`src/rtl/core/dpf_pkg.sv`:
```
`timescale 1ns / 1ps
// ----------------------------------------------------------------------------
// dpf_pkg: shared types and constants of the duplicate packet filter
// The triple layout, the filter control states and the probe token that
// travels down the history chain.
// ----------------------------------------------------------------------------
package dpf_pkg;

  localparam int BYTE_W   = 8;
  localparam int TRIPLE_W = 3 * BYTE_W;
  localparam int IN_W     = 4 * BYTE_W;
  localparam int OUT_W    = 8;

  localparam logic REG_OWN_ADDRESS   = 1'b0;
  localparam logic REG_RELAY_ADDRESS = 1'b1;

  typedef enum logic [1:0] {
    ST_IDLE,
    ST_SCAN,
    ST_DONE
  } dpf_state_t;

  // Search token handed from cell to cell, one cell per cycle.
  typedef struct packed {
    logic                valid;
    logic                hit;
    logic [TRIPLE_W-1:0] key;
  } dpf_probe_t;

endpackage

```
`src/rtl/core/dpf_cell.sv`:
```
`timescale 1ns / 1ps
// ----------------------------------------------------------------------------
// dpf_cell: one history entry of the duplicate packet filter
// Holds one (source, destination, sequence) triple, matches it against the
// probe that passes through, and shifts its entry to the next cell on insert.
// ----------------------------------------------------------------------------
module dpf_cell (
  input  logic                             clk,
  input  logic                             rst,
  input  logic                             shift_en,
  input  logic [dpf_pkg::TRIPLE_W-1:0]     entry_in,
  output logic [dpf_pkg::TRIPLE_W-1:0]     entry_out,
  input  dpf_pkg::dpf_probe_t              probe_in,
  output dpf_pkg::dpf_probe_t              probe_out
);
  import dpf_pkg::*;

  logic [TRIPLE_W-1:0] entry;
  dpf_probe_t          probe;

  always_ff @(posedge clk) begin
    if (rst) begin
      entry <= '0;
    end else if (shift_en) begin
      entry <= entry_in;
    end
  end

  always_ff @(posedge clk) begin
    if (rst) begin
      probe.valid <= 1'b0;
    end else begin
      probe.valid <= probe_in.valid;
    end
    probe.hit <= probe_in.hit | (probe_in.key == entry);
    probe.key <= probe_in.key;
  end

  assign entry_out = entry;
  assign probe_out = probe;

endmodule

```
`config.mk`:
```
export PLATFORM = sky130hd
export DESIGN_NAME = dpf_cell
export DESIGN_NICKNAME = d
export VERILOG_FILES = /design/src/rtl/core/dpf_pkg.sv /design/src/rtl/core/dpf_cell.sv
export SDC_FILE = /design/constraint.sdc
export NUM_CORES = 1
export LEC_CHECK = 0
export BUFFER_PORTS_ARGS = -buffer_cell sky130_fd_sc_hd__buf_2
export CORE_ASPECT_RATIO = 1.2
export CORE_MARGIN = 2
export CORE_UTILIZATION = 44
export DETAILED_ROUTE_END_ITERATION = 7
export GPL_ROUTABILITY_DRIVEN = 0
export PLACE_DENSITY = 0.84
export SLEW_MARGIN = 40
export SYNTH_ARGS = -nofsm -noshare
export SYNTH_HDL_FRONTEND = slang
export SYNTH_SLANG_ARGS = --single-unit
```
`constraint.sdc`:
```
create_clock -name clk -period 2 [get_ports clk]
set_input_delay 0 -clock clk [delete_from_list [all_inputs] [get_ports clk]]
set_output_delay 0 -clock clk [all_outputs]
set_load 0.01 [all_outputs]
```
==> reports/qor.yml <==
leakage_uw: 0.001369
placedInstanceArea_um2: 2160
status: "finished, final reports clean"
post-route-period-util_pct: 68.87
dr.pass1.iters: 4
routedWlPerCell_um: 15.59
grt_max_degree: 26
synthTopCellsByArea: "dfxtp_1, mux2i_1, xnor2_1"
worstPathRequired_ns: 2.25
syn_area_per_cell_um2: 11.91
hold_class: "in2reg"
cts.repair.resized: 0
regArea_um2: 1001
cts_buffers: 5
ir_worst_vdd_uv: 512.4
netlist_area_um2: 1632
netlist.area_leader.share_pct: 61.35
cp_max_fo: 3
setup_ws_ns: 0.6226
report.final.slew_viol_count: 0
fin_nets: 343
fmaxAchievable_mhz: 726.0
clock_latency_ns: 0.31
synthArstFlopShare_pct: 0
postRouteAntennaNets: 0
diodes: 0
viasPerCell: 4.858
row_count: 24
io_pins: 103
maxCapViolations: 0
synth-seq-cells: 50
worstMarginPinSlew_ns: 0.7631
synth_edf_count: 0
p_seq_share_pct: 53.1
cts.clk_slew.worst_paths_ns: 0.09
cts_root_buf: "clkbuf_8"
ys_warn_count: 0
design_area_um2: 2755
rsz0062_at_grt: "no"
dp.cells: 272
yosysMostFrequentCell: "dfxtp_1"
cts_buffer_depth: 2
grt_pass1_wl_um: 7672
nFillCells: 239
end_kind: "flip-flop"
synth.distinct_cells: 12
worst_hold_slack_ns: 0.1292
tns_ns: 0
drt_wl_total_um: 5146
arrival_ns: 1.63
cts_tree: "done"
antenna_found_initial: 0
synth_seq_area_share_pct: 61.35
grt.total_usage_pct: 24.82
drive_gt1_share_pct: 37.80
pre_cts_ws_ns: 0.7126
fp.dieH_um: 70.71
hold_buffers: 50
drc: 0
ys.flop_type: "dfxtp_1"
overflow: 0
synth_common_cells: "dfxtp_1, mux2i_1, nor2_1"
grt_pass1_vias: 1686
power-per-cell-area_nw_per_um2: 742.7
p_int_uw: 1526
post-route-min-period_ns: 1.377
area_growth_pct: 68.86
drt-initial-drc-count: 58
relSlewSlack_pct: 49.12
postCtsSetupBuffers: 0
htree_levels: 2
syn_inst: 137
hold_viol_final: 0
core_um2: 3603
die_x_um: 59.59
setup_viol: 0
via_count: 1603
crit_path_start_kind: "flip-flop"
final_cells: 330
clkPwrFrac_pct: 29.9
finClkSkew_ns: 0.006612
switchingPower_uw: 519.9
hpwl_um: 2861
multi_input_area_um2: 599.3
yosysTopAreaCell: "dfxtp_1"
synth_fp_nets: 190
die_area_um2: 4213
cts_sinks: 50
p_sw_share_pct: 25.41
crit_type: "reg2reg"
io_buffers: 102
start_util_pct: 45.28
comb_power_share_pct: 17.1
per-stage QoR:
| stage | power (µW) | utilization, % |
|---|---|---|
| after floorplan | 1237 | - |
| after global placement | 1361 | 59.93 |
| after detailed placement | 1367 | 59.93 |
| after CTS | 2037 | 76.46 |
| after global routing | 2115 | 76.46 |
| final | 2046 | 76.46 |
metal layers:
metal | part of all wire (%) | global-route usage (%) | wire length [µm]
met1 | 36 | 24.65 | 1857
met2 | 54 | 45.42 | 2779
met3 | 6.2 | 5.667 | 318
met4 | 3.7 | 14.07 | 190
met5 | 0 | 0 | 0
kinds of logic after synthesis:
| logic type | after synthesis | synth area share, % |
|---|---|---|
| AO/OA/AOI/OAI | 1 | 0.5369 |
| XOR/XNOR | 24 | 12.88 |
| buffers and inverters | 6 | 1.917 |
| flip-flops | 50 | 61.35 |
| multiplexers | 24 | 14.72 |
| AND/OR/NAND/NOR | 32 | 8.589 |
layout make-up:
| cell class | count | share of cell area (%) |
|---|---|---|
| multi-input combinational | 81 | 21.75 |
| clock buffer | 6 | 2.997 |
| tap | 39 | 1.771 |
| sequential | 50 | 36.33 |
| clock inverter | 2 | 0.4541 |
| timing repair buffer | 152 | 36.69 |
power by group through the flow:
stage	Sequential [µW]	Combinational (µW)	Clock [µW]
after floorplan	1130	103	0
after global placement	1100	258	0
after detailed placement	1100	263	0
after CTS	1080	341	615
after global routing	1090	376	648
final	1090	350	611
layout by cell type (no fill, tap or decap):
cell | synthesis | final
clkbuf_8 | 0 | 6
buf_2 | 1 | 102
nand4_1 | 4 | 4
a31o_1 | 1 | 1
xor2_1 | 8 | 8
nor2_1 | 24 | 24
clkinvlp_4 | 0 | 1
nor4_1 | 3 | 3
dlygate4sd3_1 | 0 | 50
mux2i_1 | 24 | 24
xnor2_1 | 16 | 16
dfxtp_1 | 50 | 50
nor2b_1 | 1 | 1
clkinv_2 | 0 | 1
path summary, 6_finish.rpt:
path,endpoint,slack (ns),start,cells after the start
setup / recovery,probe_out[24]$_DFF_P_,0.62,entry_out[15]$_SDFFE_PP0P_,4
hold / removal,entry_out[2]$_SDFFE_PP0P_,0.13,rst,2
setup reg to reg,probe_out[24]$_DFF_P_,0.62,entry_out[15]$_SDFFE_PP0P_,4
hold reg to reg,entry_out[12]$_SDFFE_PP0P_,0.54,entry_out[12]$_SDFFE_PP0P_,2
flip-flops by register name, summed over array words and instances (netlist names):
| signal | cells |
|---|---|
| entry_out | 24 |
| probe_out | 26 |
worst max-delay path, stage by stage (launching register included):
cell,delay (ns)
dfxtp_1,0.35
xnor2_1,0.21
nand4_1,0.16
nor4_1,0.41
a31o_1,0.20
No activity file was read; power rests on OpenSTA's default activity.
